$ cat src/design/kvt_pkg.sv
// ----------------------------------------------------------------------------
// kvt_pkg
// Shared types, codes and defaults for the key/value table.
// ----------------------------------------------------------------------------
package kvt_pkg;

	localparam int CAPACITY_DEF = 16;

	localparam logic [1:0] OP_PUT    = 2'd0;
	localparam logic [1:0] OP_FIND   = 2'd1;
	localparam logic [1:0] OP_REMOVE = 2'd2;

	localparam logic [2:0] ST_INSERTED  = 3'd0;
	localparam logic [2:0] ST_UPDATED   = 3'd1;
	localparam logic [2:0] ST_FOUND     = 3'd2;
	localparam logic [2:0] ST_NOT_FOUND = 3'd3;
	localparam logic [2:0] ST_REMOVED   = 3'd4;
	localparam logic [2:0] ST_FULL      = 3'd5;

	typedef struct packed {
		logic [1:0]          operation;
		logic signed [31:0]  lookup_key;
		logic signed [31:0]  new_value;
	} req_t;

	typedef struct packed {
		logic [2:0]          status;
		logic signed [31:0]  found_value;
		logic [4:0]          entry_total;
	} rsp_t;

	typedef struct packed {
		logic                valid;
		logic signed [31:0]  key;
		logic signed [31:0]  value;
	} entry_t;

	typedef struct packed {
		logic clear;
		logic start;
		logic scan;
		logic commit;
	} cmd_t;

	typedef struct packed {
		logic last;
		logic out_free;
	} sts_t;

endpackage

$ cat src/design/kvt_ctrl.sv
// ----------------------------------------------------------------------------
// kvt_ctrl
// Sequencer: clearing pass, scan of all entries, wait for last read, commit.
// ----------------------------------------------------------------------------
module kvt_ctrl (
	input  logic          clk,
	input  logic          arst_n,
	input  logic          req_valid,
	output logic          req_ready,
	input  kvt_pkg::sts_t sts,
	output kvt_pkg::cmd_t cmd
);

	typedef enum logic [4:0] {
		S_CLEAR  = 5'b00001,
		S_IDLE   = 5'b00010,
		S_SCAN   = 5'b00100,
		S_WAIT   = 5'b01000,
		S_FINISH = 5'b10000
	} state_t;

	state_t state_q, state_d;

	always_comb begin
		state_d = state_q;
		unique case (state_q)
			S_CLEAR:  if (sts.last) state_d = S_IDLE;
			S_IDLE:   if (req_valid) state_d = S_SCAN;
			S_SCAN:   if (sts.last) state_d = S_WAIT;
			S_WAIT:   state_d = S_FINISH;
			S_FINISH: if (sts.out_free) state_d = S_IDLE;
			default:  state_d = S_CLEAR;
		endcase
	end

	always_ff @(posedge clk or negedge arst_n) begin
		if (!arst_n) begin
			state_q <= S_CLEAR;
		end else begin
			state_q <= state_d;
		end
	end

	assign req_ready  = (state_q == S_IDLE);
	assign cmd.clear  = (state_q == S_CLEAR);
	assign cmd.start  = (state_q == S_IDLE) && req_valid;
	assign cmd.scan   = (state_q == S_SCAN);
	assign cmd.commit = (state_q == S_FINISH) && sts.out_free;

endmodule

$ cat src/design/kvt_datapath.sv
// ----------------------------------------------------------------------------
// kvt_datapath
// Entry memory, scan counter, match and free trackers, result register.
// ----------------------------------------------------------------------------
module kvt_datapath #(
	parameter int CAPACITY = kvt_pkg::CAPACITY_DEF
) (
	input  logic          clk,
	input  logic          arst_n,
	input  kvt_pkg::cmd_t cmd,
	output kvt_pkg::sts_t sts,
	input  kvt_pkg::req_t req,
	output logic          rsp_valid,
	input  logic          rsp_ready,
	output kvt_pkg::rsp_t rsp
);

	localparam int IDX_W = (CAPACITY > 1) ? $clog2(CAPACITY) : 1;
	localparam int TOT_W = $clog2(CAPACITY + 1);
	localparam logic [IDX_W-1:0] LAST_IDX = IDX_W'(CAPACITY - 1);

	kvt_pkg::entry_t mem_q [CAPACITY];
	kvt_pkg::entry_t rd_s1;
	logic [IDX_W-1:0] idx_s1;
	logic             chk_s1;

	logic [IDX_W-1:0] cnt_q;
	kvt_pkg::req_t    req_q;
	logic             hit_q, free_q;
	logic [IDX_W-1:0] hit_idx_q, free_idx_q;
	logic signed [31:0] hit_val_q;
	logic [TOT_W-1:0] total_q, total_d;
	logic [TOT_W+4:0] total_ext;

	logic             wr_en;
	logic [IDX_W-1:0] wr_addr;
	kvt_pkg::entry_t  wr_data;
	kvt_pkg::rsp_t    res_d;
	kvt_pkg::rsp_t    rsp_q;
	logic             rsp_valid_q;

	assign sts.last     = (cnt_q == LAST_IDX);
	assign sts.out_free = !rsp_valid_q || rsp_ready;

	always_ff @(posedge clk or negedge arst_n) begin
		if (!arst_n) begin
			cnt_q <= '0;
		end else if (cmd.clear || cmd.scan) begin
			cnt_q <= sts.last ? '0 : cnt_q + 1'b1;
		end
	end

	always_ff @(posedge clk) begin
		if (wr_en) begin
			mem_q[wr_addr] <= wr_data;
		end
		rd_s1  <= mem_q[cnt_q];
		idx_s1 <= cnt_q;
	end

	always_ff @(posedge clk or negedge arst_n) begin
		if (!arst_n) begin
			chk_s1 <= 1'b0;
		end else begin
			chk_s1 <= cmd.scan;
		end
	end

	// track lowest matching and lowest free entry
	always_ff @(posedge clk) begin
		if (cmd.start) begin
			req_q  <= req;
			hit_q  <= 1'b0;
			free_q <= 1'b0;
		end else if (chk_s1) begin
			if (rd_s1.valid && (rd_s1.key == req_q.lookup_key) && !hit_q) begin
				hit_q     <= 1'b1;
				hit_idx_q <= idx_s1;
				hit_val_q <= rd_s1.value;
			end
			if (!rd_s1.valid && !free_q) begin
				free_q     <= 1'b1;
				free_idx_q <= idx_s1;
			end
		end
	end

	always_comb begin
		wr_en             = 1'b0;
		wr_addr           = cnt_q;
		wr_data           = '0;
		total_d           = total_q;
		res_d.status      = kvt_pkg::ST_NOT_FOUND;
		res_d.found_value = '0;
		if (cmd.clear) begin
			wr_en = 1'b1;
		end else begin
			unique case (req_q.operation)
				kvt_pkg::OP_PUT: begin
					if (hit_q) begin
						wr_en             = 1'b1;
						wr_addr           = hit_idx_q;
						wr_data           = {1'b1, req_q.lookup_key, req_q.new_value};
						res_d.status      = kvt_pkg::ST_UPDATED;
						res_d.found_value = req_q.new_value;
					end else if (free_q) begin
						wr_en             = 1'b1;
						wr_addr           = free_idx_q;
						wr_data           = {1'b1, req_q.lookup_key, req_q.new_value};
						total_d           = total_q + 1'b1;
						res_d.status      = kvt_pkg::ST_INSERTED;
						res_d.found_value = req_q.new_value;
					end else begin
						res_d.status = kvt_pkg::ST_FULL;
					end
				end
				kvt_pkg::OP_FIND: begin
					if (hit_q) begin
						res_d.status      = kvt_pkg::ST_FOUND;
						res_d.found_value = hit_val_q;
					end
				end
				kvt_pkg::OP_REMOVE: begin
					if (hit_q) begin
						wr_en        = 1'b1;
						wr_addr      = hit_idx_q;
						wr_data      = {1'b0, req_q.lookup_key, hit_val_q};
						res_d.status = kvt_pkg::ST_REMOVED;
						if (total_q != '0) total_d = total_q - 1'b1;
					end
				end
				default: ;
			endcase
			wr_en = wr_en && cmd.commit;
		end
		total_ext         = {5'b0, total_d};
		res_d.entry_total = total_ext[4:0];
	end

	always_ff @(posedge clk or negedge arst_n) begin
		if (!arst_n) begin
			total_q     <= '0;
			rsp_valid_q <= 1'b0;
		end else begin
			if (cmd.commit) begin
				total_q     <= total_d;
				rsp_valid_q <= 1'b1;
			end else if (rsp_ready) begin
				rsp_valid_q <= 1'b0;
			end
		end
	end

	always_ff @(posedge clk) begin
		if (cmd.commit) begin
			rsp_q <= res_d;
		end
	end

	assign rsp_valid = rsp_valid_q;
	assign rsp       = rsp_q;

endmodule

$ cat src/design/key_value_table_top.sv
// ----------------------------------------------------------------------------
// key_value_table_top
// Associative key/value table with put, find and remove.
//
//   channel | signals                 | word
//   --------+-------------------------+-------------------------------------
//   request | req_valid, req_ready    | req : operation, lookup_key, new_value
//   result  | rsp_valid, rsp_ready    | rsp : status, found_value, entry_total
//
// Each word is taken, then every entry is read in turn through the single
// read port of the entry memory, the last read completes, and the result
// is committed.
// After reset a clearing pass over all entries runs before the first word.
// A waiting result holds; the next request is taken meanwhile and its
// commit waits until the result register frees.
// ----------------------------------------------------------------------------
module key_value_table_top #(
	parameter int CAPACITY = kvt_pkg::CAPACITY_DEF
) (
	input  logic          clk,
	input  logic          arst_n,
	input  logic          req_valid,
	output logic          req_ready,
	input  kvt_pkg::req_t req,
	output logic          rsp_valid,
	input  logic          rsp_ready,
	output kvt_pkg::rsp_t rsp
);

	kvt_pkg::cmd_t cmd;
	kvt_pkg::sts_t sts;

	kvt_ctrl u_ctrl (
		.clk       (clk),
		.arst_n    (arst_n),
		.req_valid (req_valid),
		.req_ready (req_ready),
		.sts       (sts),
		.cmd       (cmd)
	);

	kvt_datapath #(
		.CAPACITY (CAPACITY)
	) u_dp (
		.clk       (clk),
		.arst_n    (arst_n),
		.cmd       (cmd),
		.sts       (sts),
		.req       (req),
		.rsp_valid (rsp_valid),
		.rsp_ready (rsp_ready),
		.rsp       (rsp)
	);

endmodule

$ cat config.mk
export PLATFORM = sky130hd
export DESIGN_NAME = key_value_table_top
export DESIGN_NICKNAME = d
export VERILOG_FILES = /design/src/design/kvt_pkg.sv /design/src/design/kvt_ctrl.sv /design/src/design/kvt_datapath.sv /design/src/design/key_value_table_top.sv
export SDC_FILE = /design/constraint.sdc
export NUM_CORES = 1
export LEC_CHECK = 0
export BUFFER_PORTS_ARGS = -buffer_cell sky130_fd_sc_hd__buf_2
export CAP_MARGIN = 20
export CORE_ASPECT_RATIO = 0.75
export CORE_MARGIN = 5
export CORE_UTILIZATION = 30
export CTS_CLUSTER_DIAMETER = 100
export DETAILED_ROUTE_END_ITERATION = 7
export PLACE_DENSITY = 0.43
export REMOVE_ABC_BUFFERS = 1
export SLEW_MARGIN = 30
export SYNTH_ARGS = -nofsm -noshare
export SYNTH_HDL_FRONTEND = slang
export SYNTH_HIERARCHICAL = 1
export SYNTH_SLANG_ARGS = --single-unit
$ cat constraint.sdc
create_clock -name clk -period 40.2 [get_ports clk]
set_clock_uncertainty 0.2 [all_clocks]
set_input_delay 6.03 -clock clk [delete_from_list [all_inputs] [get_ports clk]]
set_output_delay 6.03 -clock clk [all_outputs]
set_load 0.02 [all_outputs]
**After elaboration in Yosys (flattened, before gate mapping)**

Memories as Yosys holds them, arrays and structs flattened. A register that Yosys moved wholly into a read port is not among the register bits.
Index checks and enable logic that the tools add are counted.
Widths: inputs -> output; s select.

- Memories kept: 1
- Memory bits (writable): 1040
- Output and inout port bits: 42
- Input port bits: 70
- Logic and storage cells: 94
- Register bits after elaboration: 168

- Equality and inequality tests: 13
- Muxes and demuxes: 39
- Reductions and logical operators: 20
- $add $sub $neg: 3
- Bitwise operators: 1

Memory list:

| name | words | width | rd ports | clocked after Yosys merged registers in | write ports | RTL line | source |
|---|---|---|---|---|---|---|---|
| u_dp.mem_q | 16 | 65 | 1 | 1 | 1 | kvt_datapath.sv:22 | `kvt_pkg::entry_t mem_q [CAPACITY];` |

Operators with widths:

| cell | number |
|---|---|
| $mux 65 | 3 |
| $pmux 65 s2 | 1 |
| $mux 64 | 1 |
| $pmux 32 s2 | 1 |
| $mux 5 | 9 |
| $mux 35 | 1 |
| $mux 33 | 1 |
| $eq 32x32->1 | 1 |
| $mux 32 | 1 |
| $pmux 5 s5 | 1 |
| $mux 4 | 5 |
| $pmux 5 s2 | 1 |
| $mux 1 | 9 |
| $pmux 3 s3 | 1 |
| $pmux 4 s2 | 1 |
| $logic_and 1x1->1 | 6 |
| $mux 3 | 2 |
| $ne 2x2->1 const B | 3 |
| $reduce_and 3->1 | 2 |
| $add 5x1->5 const B | 1 |
| $eq 5x1->1 const B | 1 |
| $eq 5x2->1 const B | 1 |
| $eq 5x3->1 const B | 1 |
| $eq 5x4->1 const B | 1 |
| 16 further kinds | 21 |

**Depth between registers and ports, before layout**

- Word-level depth: 8
- Depth in mapped cells: 9
- Mapped depth without buffers: 7

**Modules after synthesis**

Netlist, hierarchy kept.

By module, submodules not included:

| module | cells each | instances | area each (µm²) |
|---|---|---|---|
| kvt_datapath | 2075 | 1 | 47312.9 |
| kvt_ctrl | 36 | 1 | 347.8 |

**Worst setup path before layout**

No wires, ideal clock.

- Path kind: in2reg
- From: input rsp_ready
- To: memory u_dp/mem_q[11][0] in the netlist's numbering, enable pin
- Setup time: 0.648 ns
- Arrival time: 17.695 ns
- Path slack: 21.657 ns
- Stages: 6
- Cells stage by stage: nand2b_1 > inv_1 > nor4_1 > o211ai_1 > a221o_1 > nor4_1

RTL lines:

| what | RTL line | source |
|---|---|---|
| from (decl) | key_value_table_top.sv:26 | `input logic rsp_ready,` |
| to (decl) | kvt_datapath.sv:22 |  |

==> results.py <==
metrics = {
    "clock_network": {
        "clock_path_buffers": 3,
        "cts_root_buf": "clkbuf_16",
        "cts_tree": "built",
        "postCtsSetupBuffers": 0,
        "cts_resized": 0,
        "clkSinkCount": 1273,
        "cts_hold_buf": 0,
        "insertion_delay_ns": 0.75,
        "cts_inserted_buffers": 133,
        "clk_pin_slew_worst_paths_ns": 0.06,
        "cts.htree.levels": 4,
    },
    "timing": {
        "min_period_ns": 9.10,
        "worst_pin_slew_ns": 1.07,
        "worst_slew_margin_rel": 0.281,
        "setup_viol": 0,
        "hold_viol": 0,
        "tns_ns": 0,
        "layout_worst_path_cycle_share": 0.226,
        "rsz0062_at_grt": "false",
        "slew_violations": 0,
        "max_freq_mhz": 110,
    },
    "cells_and_area": {
        "multi_input_area_um2": 9870,
        "syn_to_final_growth_pct": 16.1,
        "design_area_um2": 55300,
        "fin_cells": 4539,
        "layout_commonest_cell": "edfxtp_1",
        "fin_nets": 2388,
        "regArea_um2": 37400,
        "fillers": 14500,
        "layout_common_cells": "1,186 x edfxtp_1, 325 x mux4_2, 137 x clkbuf_16",
        "layout-drive-gt1-share": 0.311,
    },
    "route": {
        "drt-total-wl_um": 114000,
        "drtPass1Iterations": 5,
        "vias_per_cell": 4.76,
        "postRouteAntennaNets": 0,
        "first_iter_violations": 1966,
        "drc": 0,
        "vias": 21600,
        "routedWlPerCell_um": 25.0,
    },
    "placed_design": {
        "dp_hpwl_um": 63100,
        "place.gp.congestion": 0.725,
        "place_inst": 4290,
        "placed_area_um2": 51000,
        "io_buffers": 111,
    },
    "logic_synthesis": {
        "synth_area_leaders": "edfxtp_1 75%, mux4_2 15%, dfxtp_1 3.0%",
        "synth_top_area_cell": "edfxtp_1",
        "synth_top_area_share": 0.747,
        "yosys_warnings": 6,
        "ys_ff_latch": 1273,
        "synthCells": 2111,
        "syn_avg_cell_area_um2": 22.6,
        "synth_edf_count": 1186,
        "synthDistinctLibCells": 62,
        "ys.flop_type": "edfxtp_1",
        "syn_area_um2": 47700,
        "seq_area_frac_synth": 0.785,
        "async_reset_ff_frac": 0.0126,
    },
    "power": {
        "peakVddDrop_uv": 52.2,
        "p_per_area_nw_per_um2": 70.5,
        "power.leakage_nw": 17.2,
    },
    "global_routing": {
        "grt_max_degree": 128,
        "grt-ovfl-total": 0,
        "use_met1": 0.204,
        "grtUsageMet2": 0.204,
        "grt_pass1_vias": 23200,
        "gr-usage-all-layers": 0.136,
        "grt_pass1_wl_um": 166000,
        "antenna_found_initial": 3,
        "met3_usage": 0.0291,
        "grt-busiest-layer": "met2",
    },
    "floorplan": {
        "fp-row-count": 126,
        "fp.dieW_um": 470,
        "ios": 112,
        "initial_core_util": 0.302,
        "core_um2": 158000,
        "fp.dieArea_um2": 167000,
        "die_h_um": 355,
    },
    "setup_path": {
        "startpoint_type": "input pin",
        "crit_path_end_kind": "flop",
        "required_ns": 40.36,
        "crit_type": "in2reg",
        "worst-path-max-fanout": 35,
        "cp.arrival_ns": 9.26,
    },
    "min_path": {
        "hold_class": "reg2reg",
    },
    "outcome": {
        "outcome": "finished clean",
    },
    "job": {
        "drv_cap": 0,
    },
}
[metrics by stage]
stage / utilization / worst slack (ns) / hold slack, ns / power [mW]
floorplan: - / 21.66 / 0.186 / 2.63
global placement: 0.323 / 30.40 / 0.187 / 2.75
detailed placement: 0.324 / 30.37 / 0.189 / 2.76
CTS: 0.350 / 31.19 / 0.185 / 3.98
global route: 0.351 / 31.02 / 0.208 / 4.10
finish: 0.351 / 31.10 / 0.190 / 3.90
[synth_stat cells (4+ instances only)]
library cell,instances
edfxtp_1,1186
mux4_2,325
nand2_1,116
a21oi_1,74
dfxtp_1,71
clkbuf_1,51
and2_1,38
xor2_1,30
nor4_1,19
buf_4,15
buf_6,15
dfrtp_1,15
buf_2,14
nor3_1,14
nor2_1,13
inv_1,12
o21ai_0,12
buf_1,11
xnor2_1,7
nand2b_1,5
nand3b_1,5
nor4b_1,4
o31ai_1,4
[state kept, by name (all words and copies together) (netlist names)]
| name | cells |
|---|---|
| u_dp/mem_q | 1040 |
| u_dp/req_q | 66 |
| u_dp/rd_s1 | 65 |
| u_dp/rsp | 40 |
| u_dp/hit_val_q | 32 |
| u_ctrl/state_q | 5 |
| u_dp/total_q | 5 |
| u_dp/cnt_q | 4 |
| u_dp/free_idx_q | 4 |
| u_dp/hit_idx_q | 4 |
| u_dp/idx_s1 | 4 |
| u_dp/chk_s1 | 1 |
| u_dp/free_q | 1 |
| u_dp/hit_q | 1 |
| u_dp/rsp_valid | 1 |
[worst max-delay path, cell delays in order]
cell	delay [ns]
buf_2	0.08
nand2b_1	0.18
inv_1	0.07
nor4_2	0.49
o211ai_1	0.33
and2_1	0.44
a2111oi_4	0.33
buf_4	0.57
buf_4	0.67
[kinds of logic after synthesis]
kind of cell,synth area share
and+or+nand+nor,0.0249
DFF,0.785
muxes,0.154
xor gates and xnor gates,0.00680
buffers and inverters,0.0132
adders and majority gates,0.000788
AOI/OAI and AO/OA,0.0144
[final timing paths]
check | slack (ns) | to | cells past startpoint | start
worst max-delay path | 31.10 | u_dp/mem_q[15][52] | 9 | rsp_ready
worst min-delay path | 0.19 | u_dp/hit_val_q[24] | 0 | u_dp/rd_s1[24]
worst max register to register | 35.48 | u_dp/mem_q[12][52] | 12 | u_ctrl/state_q[1]
worst min register to register | 0.19 | u_dp/hit_val_q[24] | 0 | u_dp/rd_s1[24]
max in group asynchronous | 34.45 | u_dp/cnt_q[0] | 1 | arst_n
min in group asynchronous | 5.01 | u_ctrl/state_q[2] | 1 | arst_n
[routing by layer]
metal,vias to the layer above,wire (µm)
met5,-,0
met1,11700,55400
met2,517,50700
met4,0,1920
li1,9233,-
met3,160,5530
[report_power, final]
part / switching, mW / internal, mW
clock: 0.507 / 0.686
combinational: 0.491 / 0.431
sequential: 0.0794 / 1.70
total: 1.08 / 2.82
[layout make-up]
| type | instances | share of cell area |
|---|---|---|
| flip-flops and latches | 1273 | 0.677 |
| multi-input cells | 720 | 0.178 |
| clock buffers | 192 | 0.0671 |
| well taps | 2112 | 0.0477 |
| repair buffers | 175 | 0.0204 |
| clock inverters | 53 | 0.00886 |
| inverters | 12 | 0.000859 |
| diodes | 2 | 0.0000904 |
(Power assumes the default switching activity.)
